<file path="config.mk">
export PLATFORM = sky130hd
export DESIGN_NAME = top_n_shortlist_top
export DESIGN_NICKNAME = d
export VERILOG_FILES = /design/src/hw/rtl/tns_pkg.sv /design/src/hw/rtl/tns_front.sv /design/src/hw/rtl/tns_queue.sv /design/src/hw/rtl/tns_back.sv /design/src/hw/rtl/top_n_shortlist_top.sv
export SDC_FILE = /design/constraint.sdc
export NUM_CORES = 2
export LEC_CHECK = 0
export BUFFER_PORTS_ARGS = -buffer_cell sky130_fd_sc_hd__buf_2
export CAP_MARGIN = 15
export CORE_MARGIN = 3
export CORE_UTILIZATION = 43
export DETAILED_ROUTE_END_ITERATION = 8
export GPL_TIMING_DRIVEN = 0
export SKIP_CTS_REPAIR_TIMING = 1
export SLEW_MARGIN = 20
export SYNTH_ARGS = -nofsm -noshare
export SYNTH_HDL_FRONTEND = slang
export SYNTH_SLANG_ARGS = --single-unit
</file>
<file path="constraint.sdc">
create_clock -name clk -period 17.5 [get_ports clk]
set_input_delay 1.75 -clock clk [delete_from_list [all_inputs] [get_ports clk]]
set_output_delay 1.75 -clock clk [all_outputs]
set_load 0.02 [all_outputs]
</file>
<file path="src/hw/rtl/tns_pkg.sv">
// Shared types and constants for the top-n shortlist block.
// No dependencies; every other file refers to it by scoped names.
`timescale 1ns / 1ps

package tns_pkg;

  localparam int MAX_SLOTS   = 32;
  localparam int SLOT_W      = $clog2(MAX_SLOTS);
  localparam int CNT_W       = $clog2(MAX_SLOTS + 1);
  localparam int ID_W        = 32;
  localparam int SCORE_W     = 32;
  localparam int QUEUE_DEPTH = 2;
  localparam int QPTR_W      = $clog2(QUEUE_DEPTH);

  typedef logic [SLOT_W-1:0]         slot_t;
  typedef logic [CNT_W-1:0]          cnt_t;
  typedef logic [ID_W-1:0]           id_t;
  typedef logic signed [SCORE_W-1:0] score_t;

  localparam score_t SCORE_MIN = {1'b1, {(SCORE_W-1){1'b0}}};
  localparam cnt_t   CAP_RESET = cnt_t'(MAX_SLOTS);

  // Opcode of an input beat.
  localparam logic OP_INSERT = 1'b0;
  localparam logic OP_REMOVE = 1'b1;

  typedef enum logic [1:0] {
    ACT_NONE  = 2'd0,
    ACT_WRITE = 2'd1,
    ACT_EMPTY = 2'd2
  } action_t;

  // Classified request as it waits in the queue.
  typedef struct packed {
    logic   is_remove;
    id_t    id;
    score_t score;
  } item_t;

  typedef struct packed {
    slot_t   slot;
    id_t     slot_id;
    score_t  slot_score;
    action_t action;
    cnt_t    list_size;
    score_t  cutoff;
    logic    last;
  } result_t;

endpackage

</file>
<file path="src/hw/rtl/tns_front.sv">
// Input stage of the shortlist: takes beats, decodes the opcode, and
// pushes classified requests into the queue. Depends on tns_pkg.
`timescale 1ns / 1ps

module tns_front (
  input  logic                   clk,
  input  logic                   rst_n,
  input  logic                   in_valid,
  output logic                   in_stall,
  input  logic [0:0]             in_opcode,
  input  tns_pkg::id_t           in_item_id,
  input  tns_pkg::score_t        in_item_score,
  output logic                   push,
  output tns_pkg::item_t         push_item,
  input  logic                   q_full
);

  logic           f_vld_r, f_vld_nxt;
  tns_pkg::item_t f_item_r;
  logic           accept;

  assign in_stall  = f_vld_r && q_full;
  assign accept    = in_valid && !in_stall;
  assign push      = f_vld_r && !q_full;
  assign push_item = f_item_r;

  always_comb begin
    f_vld_nxt = f_vld_r;
    if (accept) begin
      f_vld_nxt = 1'b1;
    end else if (push) begin
      f_vld_nxt = 1'b0;
    end
  end

  always_ff @(posedge clk) begin
    if (!rst_n) begin
      f_vld_r <= 1'b0;
    end else begin
      f_vld_r <= f_vld_nxt;
    end
  end

  always_ff @(posedge clk) begin
    if (accept) begin
      f_item_r.is_remove <= (in_opcode[0] == tns_pkg::OP_REMOVE);
      f_item_r.id        <= in_item_id;
      f_item_r.score     <= in_item_score;
    end
  end

endmodule

</file>
<file path="src/hw/rtl/tns_queue.sv">
// Short request queue between the front and the scan engine.
// Depends on tns_pkg for the entry type and depth.
`timescale 1ns / 1ps

module tns_queue (
  input  logic           clk,
  input  logic           rst_n,
  input  logic           push,
  input  tns_pkg::item_t push_item,
  output logic           full,
  output logic           q_vld,
  output tns_pkg::item_t q_item,
  input  logic           pop
);

  tns_pkg::item_t                      ent_r [tns_pkg::QUEUE_DEPTH];
  logic [tns_pkg::QPTR_W-1:0]          wr_ptr_r, rd_ptr_r;
  logic [tns_pkg::QPTR_W:0]            cnt_r, cnt_nxt;
  logic                                do_push, do_pop;

  assign full    = (cnt_r == (tns_pkg::QPTR_W+1)'(tns_pkg::QUEUE_DEPTH));
  assign q_vld   = (cnt_r != '0);
  assign q_item  = ent_r[rd_ptr_r];
  assign do_push = push && !full;
  assign do_pop  = pop && q_vld;

  always_comb begin
    cnt_nxt = cnt_r;
    if (do_push && !do_pop) begin
      cnt_nxt = cnt_r + 1'b1;
    end else if (do_pop && !do_push) begin
      cnt_nxt = cnt_r - 1'b1;
    end
  end

  always_ff @(posedge clk) begin
    if (!rst_n) begin
      wr_ptr_r <= '0;
      rd_ptr_r <= '0;
      cnt_r    <= '0;
    end else begin
      cnt_r <= cnt_nxt;
      if (do_push) begin
        wr_ptr_r <= wr_ptr_r + 1'b1;
      end
      if (do_pop) begin
        rd_ptr_r <= rd_ptr_r + 1'b1;
      end
    end
  end

  always_ff @(posedge clk) begin
    if (do_push) begin
      ent_r[wr_ptr_r] <= push_item;
    end
  end

endmodule

</file>
<file path="src/hw/rtl/tns_back.sv">
// Scan engine of the shortlist: slot memories, valid bits, count, cutoff,
// capacity register and the result register. Depends on tns_pkg.
`timescale 1ns / 1ps

module tns_back (
  input  logic                clk,
  input  logic                rst_n,
  input  logic                q_vld,
  input  tns_pkg::item_t      q_item,
  output logic                pop,
  input  logic                cfg_wr_en,
  input  tns_pkg::cnt_t       cfg_wr_data,
  output logic                out_valid,
  input  logic                out_stall,
  output tns_pkg::result_t    out_res
);

  typedef enum logic [2:0] {
    ST_IDLE = 3'b001,
    ST_SCAN = 3'b010,
    ST_FIN  = 3'b100
  } st_t;

  st_t                          state_r, state_nxt;
  tns_pkg::item_t               op_r, op_nxt;
  tns_pkg::slot_t               cur_r, cur_nxt;
  tns_pkg::cnt_t                cap_r;
  logic [tns_pkg::MAX_SLOTS-1:0] valid_r, valid_nxt;
  tns_pkg::cnt_t                cnt_r, cnt_nxt;
  tns_pkg::score_t              cutoff_r, cutoff_nxt;

  tns_pkg::id_t                 id_mem    [tns_pkg::MAX_SLOTS];
  tns_pkg::score_t              score_mem [tns_pkg::MAX_SLOTS];
  tns_pkg::id_t                 rd_id_r;
  tns_pkg::score_t              rd_score_r;
  logic                         rd_en, wr_en;
  tns_pkg::slot_t               rd_addr, wr_addr;

  logic                         empty_fnd_r, empty_fnd_nxt;
  tns_pkg::slot_t               empty_idx_r, empty_idx_nxt;
  logic                         low_fnd_r, low_fnd_nxt;
  tns_pkg::slot_t               low_idx_r, low_idx_nxt;
  tns_pkg::score_t              low_score_r, low_score_nxt;

  logic                         pend_vld_r, pend_vld_nxt;
  tns_pkg::result_t             pend_r, pend_nxt;
  logic                         out_vld_r, out_vld_nxt;
  tns_pkg::result_t             out_r, out_nxt;

  tns_pkg::cnt_t                cap_m1, cap_eff;
  tns_pkg::slot_t               cap_last;
  logic                         out_free, scan_last, cur_valid, advance;
  logic                         full, have_tgt, tgt_empty;
  tns_pkg::slot_t               tgt;
  tns_pkg::score_t              ins_cutoff;
  tns_pkg::cnt_t                ins_cnt;
  tns_pkg::result_t             none_res;

  assign out_valid = out_vld_r;
  assign out_res   = out_r;
  assign out_free  = !out_vld_r || !out_stall;

  // Effective capacity: zero acts as one, anything above the slot count
  // acts as the slot count.
  assign cap_m1 = cap_r - 1'b1;
  always_comb begin
    if (cap_r == '0) begin
      cap_last = '0;
    end else if (cap_r > tns_pkg::cnt_t'(tns_pkg::MAX_SLOTS)) begin
      cap_last = tns_pkg::slot_t'(tns_pkg::MAX_SLOTS - 1);
    end else begin
      cap_last = cap_m1[tns_pkg::SLOT_W-1:0];
    end
  end
  assign cap_eff = tns_pkg::cnt_t'(cap_last) + 1'b1;

  assign cur_valid = valid_r[cur_r];
  assign scan_last = op_r.is_remove ? (cur_r == tns_pkg::slot_t'(tns_pkg::MAX_SLOTS - 1))
                                    : (cur_r == cap_last);

  // Insert decision, used in the finishing cycle once the scan is done.
  always_comb begin
    full       = (cnt_r >= cap_eff);
    have_tgt   = 1'b0;
    tgt_empty  = 1'b0;
    tgt        = '0;
    ins_cutoff = cutoff_r;
    if (!full) begin
      if ($signed(op_r.score) >= $signed(cutoff_r) && empty_fnd_r) begin
        have_tgt  = 1'b1;
        tgt_empty = 1'b1;
        tgt       = empty_idx_r;
      end
    end else if (empty_fnd_r) begin
      have_tgt  = 1'b1;
      tgt_empty = 1'b1;
      tgt       = empty_idx_r;
    end else if (low_fnd_r && $signed(op_r.score) > $signed(low_score_r)) begin
      have_tgt = 1'b1;
      tgt      = low_idx_r;
      if ($signed(low_score_r) > $signed(cutoff_r)) begin
        ins_cutoff = low_score_r;
      end
    end else if ($signed(op_r.score) > $signed(cutoff_r)) begin
      ins_cutoff = op_r.score;
    end
    ins_cnt = cnt_r;
    if (have_tgt && tgt_empty && cnt_r < tns_pkg::cnt_t'(tns_pkg::MAX_SLOTS)) begin
      ins_cnt = cnt_r + 1'b1;
    end
  end

  always_comb begin
    state_nxt     = state_r;
    op_nxt        = op_r;
    cur_nxt       = cur_r;
    valid_nxt     = valid_r;
    cnt_nxt       = cnt_r;
    cutoff_nxt    = cutoff_r;
    empty_fnd_nxt = empty_fnd_r;
    empty_idx_nxt = empty_idx_r;
    low_fnd_nxt   = low_fnd_r;
    low_idx_nxt   = low_idx_r;
    low_score_nxt = low_score_r;
    pend_vld_nxt  = pend_vld_r;
    pend_nxt      = pend_r;
    out_vld_nxt   = out_vld_r && out_stall;
    out_nxt       = out_r;
    pop           = 1'b0;
    rd_en         = 1'b0;
    rd_addr       = '0;
    wr_en         = 1'b0;
    wr_addr       = tgt;
    advance       = 1'b1;

    none_res            = '0;
    none_res.action     = tns_pkg::ACT_NONE;
    none_res.list_size  = cnt_r;
    none_res.cutoff     = cutoff_r;
    none_res.last       = 1'b1;

    case (state_r)
      ST_IDLE: begin
        if (q_vld) begin
          pop           = 1'b1;
          op_nxt        = q_item;
          cur_nxt       = '0;
          rd_en         = 1'b1;
          rd_addr       = '0;
          empty_fnd_nxt = 1'b0;
          low_fnd_nxt   = 1'b0;
          state_nxt     = ST_SCAN;
        end
      end
      ST_SCAN: begin
        if (!op_r.is_remove) begin
          if (!cur_valid && !empty_fnd_r) begin
            empty_fnd_nxt = 1'b1;
            empty_idx_nxt = cur_r;
          end
          if (cur_valid && (!low_fnd_r || $signed(rd_score_r) < $signed(low_score_r))) begin
            low_fnd_nxt   = 1'b1;
            low_idx_nxt   = cur_r;
            low_score_nxt = rd_score_r;
          end
        end else if (cur_valid && rd_id_r == op_r.id) begin
          // A match is parked in the pending register until the next match
          // or the end of the scan tells whether it is the final one.
          if (pend_vld_r && !out_free) begin
            advance = 1'b0;
          end else begin
            if (pend_vld_r) begin
              out_vld_nxt = 1'b1;
              out_nxt     = pend_r;
            end
            valid_nxt[cur_r]    = 1'b0;
            cnt_nxt             = (cnt_r != '0) ? cnt_r - 1'b1 : cnt_r;
            pend_vld_nxt        = 1'b1;
            pend_nxt.slot       = cur_r;
            pend_nxt.slot_id    = rd_id_r;
            pend_nxt.slot_score = rd_score_r;
            pend_nxt.action     = tns_pkg::ACT_EMPTY;
            pend_nxt.list_size  = (cnt_r != '0) ? cnt_r - 1'b1 : cnt_r;
            pend_nxt.cutoff     = cutoff_r;
            pend_nxt.last       = 1'b0;
          end
        end
        if (advance) begin
          if (scan_last) begin
            state_nxt = ST_FIN;
          end else begin
            cur_nxt = cur_r + 1'b1;
            rd_en   = 1'b1;
            rd_addr = cur_r + 1'b1;
          end
        end
      end
      ST_FIN: begin
        if (out_free) begin
          out_vld_nxt = 1'b1;
          state_nxt   = ST_IDLE;
          if (op_r.is_remove) begin
            pend_vld_nxt = 1'b0;
            if (pend_vld_r) begin
              out_nxt      = pend_r;
              out_nxt.last = 1'b1;
            end else begin
              out_nxt = none_res;
            end
          end else begin
            cnt_nxt    = ins_cnt;
            cutoff_nxt = ins_cutoff;
            if (have_tgt) begin
              wr_en              = 1'b1;
              valid_nxt[tgt]     = 1'b1;
              out_nxt.slot       = tgt;
              out_nxt.slot_id    = op_r.id;
              out_nxt.slot_score = op_r.score;
              out_nxt.action     = tns_pkg::ACT_WRITE;
              out_nxt.list_size  = ins_cnt;
              out_nxt.cutoff     = ins_cutoff;
              out_nxt.last       = 1'b1;
            end else begin
              out_nxt           = none_res;
              out_nxt.list_size = ins_cnt;
              out_nxt.cutoff    = ins_cutoff;
            end
          end
        end
      end
      default: begin
        state_nxt = ST_IDLE;
      end
    endcase
  end

  always_ff @(posedge clk) begin
    if (!rst_n) begin
      state_r    <= ST_IDLE;
      cap_r      <= tns_pkg::CAP_RESET;
      valid_r    <= '0;
      cnt_r      <= '0;
      cutoff_r   <= tns_pkg::SCORE_MIN;
      pend_vld_r <= 1'b0;
      out_vld_r  <= 1'b0;
    end else begin
      state_r    <= state_nxt;
      valid_r    <= valid_nxt;
      cnt_r      <= cnt_nxt;
      cutoff_r   <= cutoff_nxt;
      pend_vld_r <= pend_vld_nxt;
      out_vld_r  <= out_vld_nxt;
      if (cfg_wr_en) begin
        cap_r <= cfg_wr_data;
      end
    end
  end

  always_ff @(posedge clk) begin
    op_r        <= op_nxt;
    cur_r       <= cur_nxt;
    empty_fnd_r <= empty_fnd_nxt;
    empty_idx_r <= empty_idx_nxt;
    low_fnd_r   <= low_fnd_nxt;
    low_idx_r   <= low_idx_nxt;
    low_score_r <= low_score_nxt;
    pend_r      <= pend_nxt;
    out_r       <= out_nxt;
  end

  // Slot memories: one registered read and one write per cycle.
  always_ff @(posedge clk) begin
    if (rd_en) begin
      rd_id_r    <= id_mem[rd_addr];
      rd_score_r <= score_mem[rd_addr];
    end
    if (wr_en) begin
      id_mem[wr_addr]    <= op_r.id;
      score_mem[wr_addr] <= op_r.score;
    end
  end

`ifndef SYNTH
  a_cnt_matches_valid: assert property (@(posedge clk) disable iff (!rst_n)
    $countones(valid_r) == int'(cnt_r))
    else $error("occupied count differs from number of valid slots");

  a_none_is_last: assert property (@(posedge clk) disable iff (!rst_n)
    (out_vld_r && out_r.action == tns_pkg::ACT_NONE) |-> out_r.last)
    else $error("no-change result without last flag");

  a_idle_no_pending: assert property (@(posedge clk) disable iff (!rst_n)
    (state_r == ST_IDLE) |-> !pend_vld_r)
    else $error("pending removal left behind after request finished");

  a_pending_only_remove: assert property (@(posedge clk) disable iff (!rst_n)
    pend_vld_r |-> op_r.is_remove)
    else $error("pending result during an insert");
`endif

endmodule

</file>
<file path="src/hw/rtl/top_n_shortlist_top.sv">
// Top level of the top-n shortlist block: front stage, request queue and
// scan engine. Depends on tns_pkg, tns_front, tns_queue and tns_back.
`timescale 1ns / 1ps

// The shortlist keeps up to 32 ids with Q16.16 scores and a running score
// cutoff. Each input beat is an insert or a remove. An insert is scanned
// over slots 0 to capacity-1, one slot per cycle, and then written back,
// and always gives exactly one result beat. A remove scans all 32 slots,
// one per cycle while the result channel is not stalled, and gives one
// result beat per emptied slot (or a single no-change beat). The single
// read port of the slot memories sets this pace. A two-entry queue behind
// the input register lets up to three requests be taken while one is
// being scanned, and results sit in an output register, so neither side
// waits on the other beat by beat. The last flag marks the final result
// beat of each request. The user must write capacity through cfg_wr_en
// and cfg_wr_data only while the block is idle; the block itself does
// not enforce this. Zero acts as one and values above 32 act as 32.
module top_n_shortlist_top (
  input  logic                   clk,
  input  logic                   rst_n,
  input  logic                   in_valid,
  output logic                   in_stall,
  input  logic [0:0]             in_opcode,
  input  logic [31:0]            in_item_id,
  input  logic signed [31:0]     in_item_score,
  output logic                   out_valid,
  input  logic                   out_stall,
  output logic [4:0]             out_slot,
  output logic [31:0]            out_slot_id,
  output logic signed [31:0]     out_slot_score,
  output logic [1:0]             out_action,
  output logic [5:0]             out_list_size,
  output logic signed [31:0]     out_cutoff,
  output logic                   out_last,
  input  logic                   cfg_wr_en,
  input  logic [5:0]             cfg_wr_data
);

  logic             push, q_full, q_vld, pop;
  tns_pkg::item_t   push_item, q_item;
  tns_pkg::result_t res;

  // Input register and opcode decode.
  tns_front u_front (
    .clk          (clk),
    .rst_n        (rst_n),
    .in_valid     (in_valid),
    .in_stall     (in_stall),
    .in_opcode    (in_opcode),
    .in_item_id   (in_item_id),
    .in_item_score(in_item_score),
    .push         (push),
    .push_item    (push_item),
    .q_full       (q_full)
  );

  // Decouples the front from the scan engine.
  tns_queue u_queue (
    .clk      (clk),
    .rst_n    (rst_n),
    .push     (push),
    .push_item(push_item),
    .full     (q_full),
    .q_vld    (q_vld),
    .q_item   (q_item),
    .pop      (pop)
  );

  // Slot scan, list update and result generation.
  tns_back u_back (
    .clk        (clk),
    .rst_n      (rst_n),
    .q_vld      (q_vld),
    .q_item     (q_item),
    .pop        (pop),
    .cfg_wr_en  (cfg_wr_en),
    .cfg_wr_data(cfg_wr_data),
    .out_valid  (out_valid),
    .out_stall  (out_stall),
    .out_res    (res)
  );

  assign out_slot       = res.slot;
  assign out_slot_id    = res.slot_id;
  assign out_slot_score = res.slot_score;
  assign out_action     = res.action;
  assign out_list_size  = res.list_size;
  assign out_cutoff     = res.cutoff;
  assign out_last       = res.last;

endmodule
</file>
==> impl_metrics.toml <==
[run_status]
status = "finished, final reports clean"

[clock_network]
cts_buffer_depth = 4
htreeDepth = 5
path_clk_slew_ns = 0.06
cts_sinks = 2724
clkLatencyLatePin_ns = 0.96
cts_tree = "yes"
cts_buffers = 294
root_buffer = "clkbuf_16"

[global_route]
antenna_found_initial = 18
first_global_vias = 69098
grtUsageTotal_pct = 25.9
grt_pass1_wl_um = 492000
grt_max_degree = 73
gr-total-overflow = 0

[detailed_routing]
antenna_left = 0
num_vias = 69951
first_pass_iters = 8
wire_per_inst_um = 30.0
avgViaCountPerCell = 6.04
finalWirelength_um = 347000
drt_iter0_markers = 8603
route.detailed.drc = 0

[die]
die_w_um = 511
start_util_pct = 43.4
die_h_um = 511
pin_count = 188
core_area_um2 = 253000
die_area_um2 = 261000
num_rows = 184

[placement]
io_buffer_count = 185
preCtsSetupSlack_ns = 10.30
post-place-cells = 11050
dp_hpwl_um = 254000
gp_congestion = 0.897

[power]
intPower_uw = 12200
leakage_uw = 0.0442
power.switching_uw = 4750
powerDensity_nw_per_um2 = 133
power_frac_clock_pct = 34.5
irDropWorstVdd_mv = 0.105
p_comb_share_pct = 15.9
seqPwrFrac_pct = 49.6
swShare_pct = 28.0

[timing]
drv_slew = 0
finalSetupTns_ns = 0
final.period_utilization_pct = 42.2
setup_ws_ns = 10.12
final-hold-violation-count = 0
tightestPinTransition_ns = 1.26
rsz0062_at_grt = "false"
fin_crit_ns = 7.38
finClkSkew_ns = 0.0735
max_freq_mhz = 135
setup_violations = 0
max_slew_margin_pct = 16.1

[critical_path]
arrival_ns = 8.15
crit_type = "reg -> reg"
required_ns = 18.27
cp-end-kind = "flip-flop"
cp_max_fo = 11
critPathLaunchType = "flip-flop"

[layout]
drive_gt1_share_pct = 13.9
layoutNonFillerInstCount = 11586
fin_util_pct = 50.6
layout.nets = 8237
area_delta_synth_final_pct = 16.6

[logic_synthesis]
synthCells = 7329
yosys_warnings = 0
ys_top_cells_by_area = "edfxtp_1, nand2_1, and3_1"
synthTopCellsByCount = "edfxtp_1, nand2_1, clkbuf_1, and3_1, o21ai_0"
avgSynthCellArea_um2 = 15.0
synth_top_area_share_pct = 72.2
synth.distinct_cells = 92
synth_fp_nets = 7548
synth_edf_count = 2638
async_flop_share_pct = 0
synth-seq-cells = 2724
netlist_area_um2 = 110000
yosysSeqAreaShare_pct = 73.8
synth_most_common_cell = "edfxtp_1"
synth_flop_cell = "edfxtp_1"
synth_top_area_cell = "edfxtp_1"

[hold_path]
hp-class = "reg -> reg"

[run]
drv_cap = 0
-- cell usage in the layout, fill, tap and decap left out, types with 43 or more instances in the layout --
| master | n |
|---|---|
| o41ai_1 | 62 |
| buf_8 | 78 |
| o32a_1 | 63 |
| o21ai_0 | 297 |
| o22ai_1 | 83 |
| edfxtp_1 | 2638 |
| inv_1 | 92 |
| nand2_1 | 650 |
| mux2_2 | 68 |
| dfxtp_1 | 86 |
| buf_2 | 322 |
| nor2_1 | 132 |
| clkbuf_1 | 404 |
| ha_1 | 143 |
| buf_12 | 58 |
| clkbuf_16 | 299 |
| nand4_1 | 43 |
| a221oi_1 | 74 |
| a22o_1 | 64 |
| o211ai_1 | 88 |
| a21oi_1 | 270 |
| and3_1 | 329 |
| a211oi_1 | 261 |
| buf_16 | 52 |
| nor3_1 | 213 |
| mux2i_1 | 205 |
| clkinv_1 | 61 |
| a2111oi_0 | 62 |
| a31oi_1 | 138 |
| nand3_1 | 219 |
| or3_1 | 68 |
-- flip-flops by register name, indices dropped and copies added (netlist names), 65 cells and up --
| name | count |
|---|---|
| u_back.score_mem | 1024 |
| u_back.out_res | 110 |
| u_front.push_item | 65 |
| u_back.op_r | 65 |
| u_back.pend_r | 107 |
| u_back.id_mem | 1024 |
| u_queue.ent_r | 130 |
-- cell type report --
type	instances	area [µm²]
inverter	108	450
buffer	540	2360
antenna	13	32.5
clock inverter	132	1050
multi-input combinational	3957	26200
timing repair buffer	393	4840
tap	3348	4190
sequential	2724	80900
fill	20925	125000
clock buffer	371	7780
-- per-layer routing --
layer | part of all wire (%) | GRT usage, % | vias to the layer above | routed length, µm
met5 | 0 | 0 | - | 0
met4 | 4.2 | 9.91 | 0 | 14600
met3 | 10 | 6.66 | 657 | 34900
met2 | 48 | 42.6 | 3476 | 165000
met1 | 38 | 32.9 | 35324 | 133000
li1 | - | - | 30494 | -
-- power groups by stage --
stage | sequential [µW] | clock, µW | combinational (µW)
floorplan | 8560 | 0 | 1010
global placement | 9150 | 0 | 1670
detailed placement | 8680 | 0 | 2490
CTS | 8540 | 5920 | 2500
global route | 8430 | 6180 | 2860
finish | 8420 | 5860 | 2710
-- final timing paths --
check / startpoint / end / slack, ns / depth (start not counted)
worst min register to register: u_back.cutoff_r[31] / u_back.pend_r[32] / 0.44 / 0
worst max-delay path: u_back.cur_r[0] / u_back.rd_score_r[28] / 10.12 / 14
worst min-delay path: u_back.cutoff_r[31] / u_back.pend_r[32] / 0.44 / 0
worst max register to register: u_back.cur_r[0] / u_back.rd_score_r[28] / 10.12 / 14
-- worst max-delay path, cell delays in order, from the launching register on --
cell	delay, ns
edfxtp_1	0.54
buf_4	0.25
buf_6	0.17
inv_1	0.23
clkbuf_1	0.64
clkbuf_1	0.66
ha_1	0.38
nand2_1	0.64
clkinv_1	0.56
nand2_2	0.84
buf_4	0.50
clkbuf_1	0.68
a21oi_1	0.14
o41ai_1	0.61
o32a_1	0.30
-- stage by stage --
step           total power, µW  hold slack, ns  instance area [µm²]
2_1_floorplan             9580           0.408               110000
3_3_place_gp             10800           0.410               115000
3_5_place_dp             11200           0.417               119000
4_1_cts                  17000           0.430               128000
5_1_grt                  17500           0.446               128000
6_report                 17000           0.435               128000
-- cell families (layout without fill, tap and decap cells) --
family,Yosys count,count (layout),share of synthesized area (%)
and+or+nand+nor,1766,1766,7.87
other,0,13,0
adders and majority gates,145,145,1.65
DFF,2724,2724,73.8
AOI/OAI and AO/OA,1720,1720,11.1
muxes,280,280,2.71
buffers and inverters,648,1544,2.50
xor gates and xnor gates,46,46,0.367
Power figures use the tool's default switching activity.
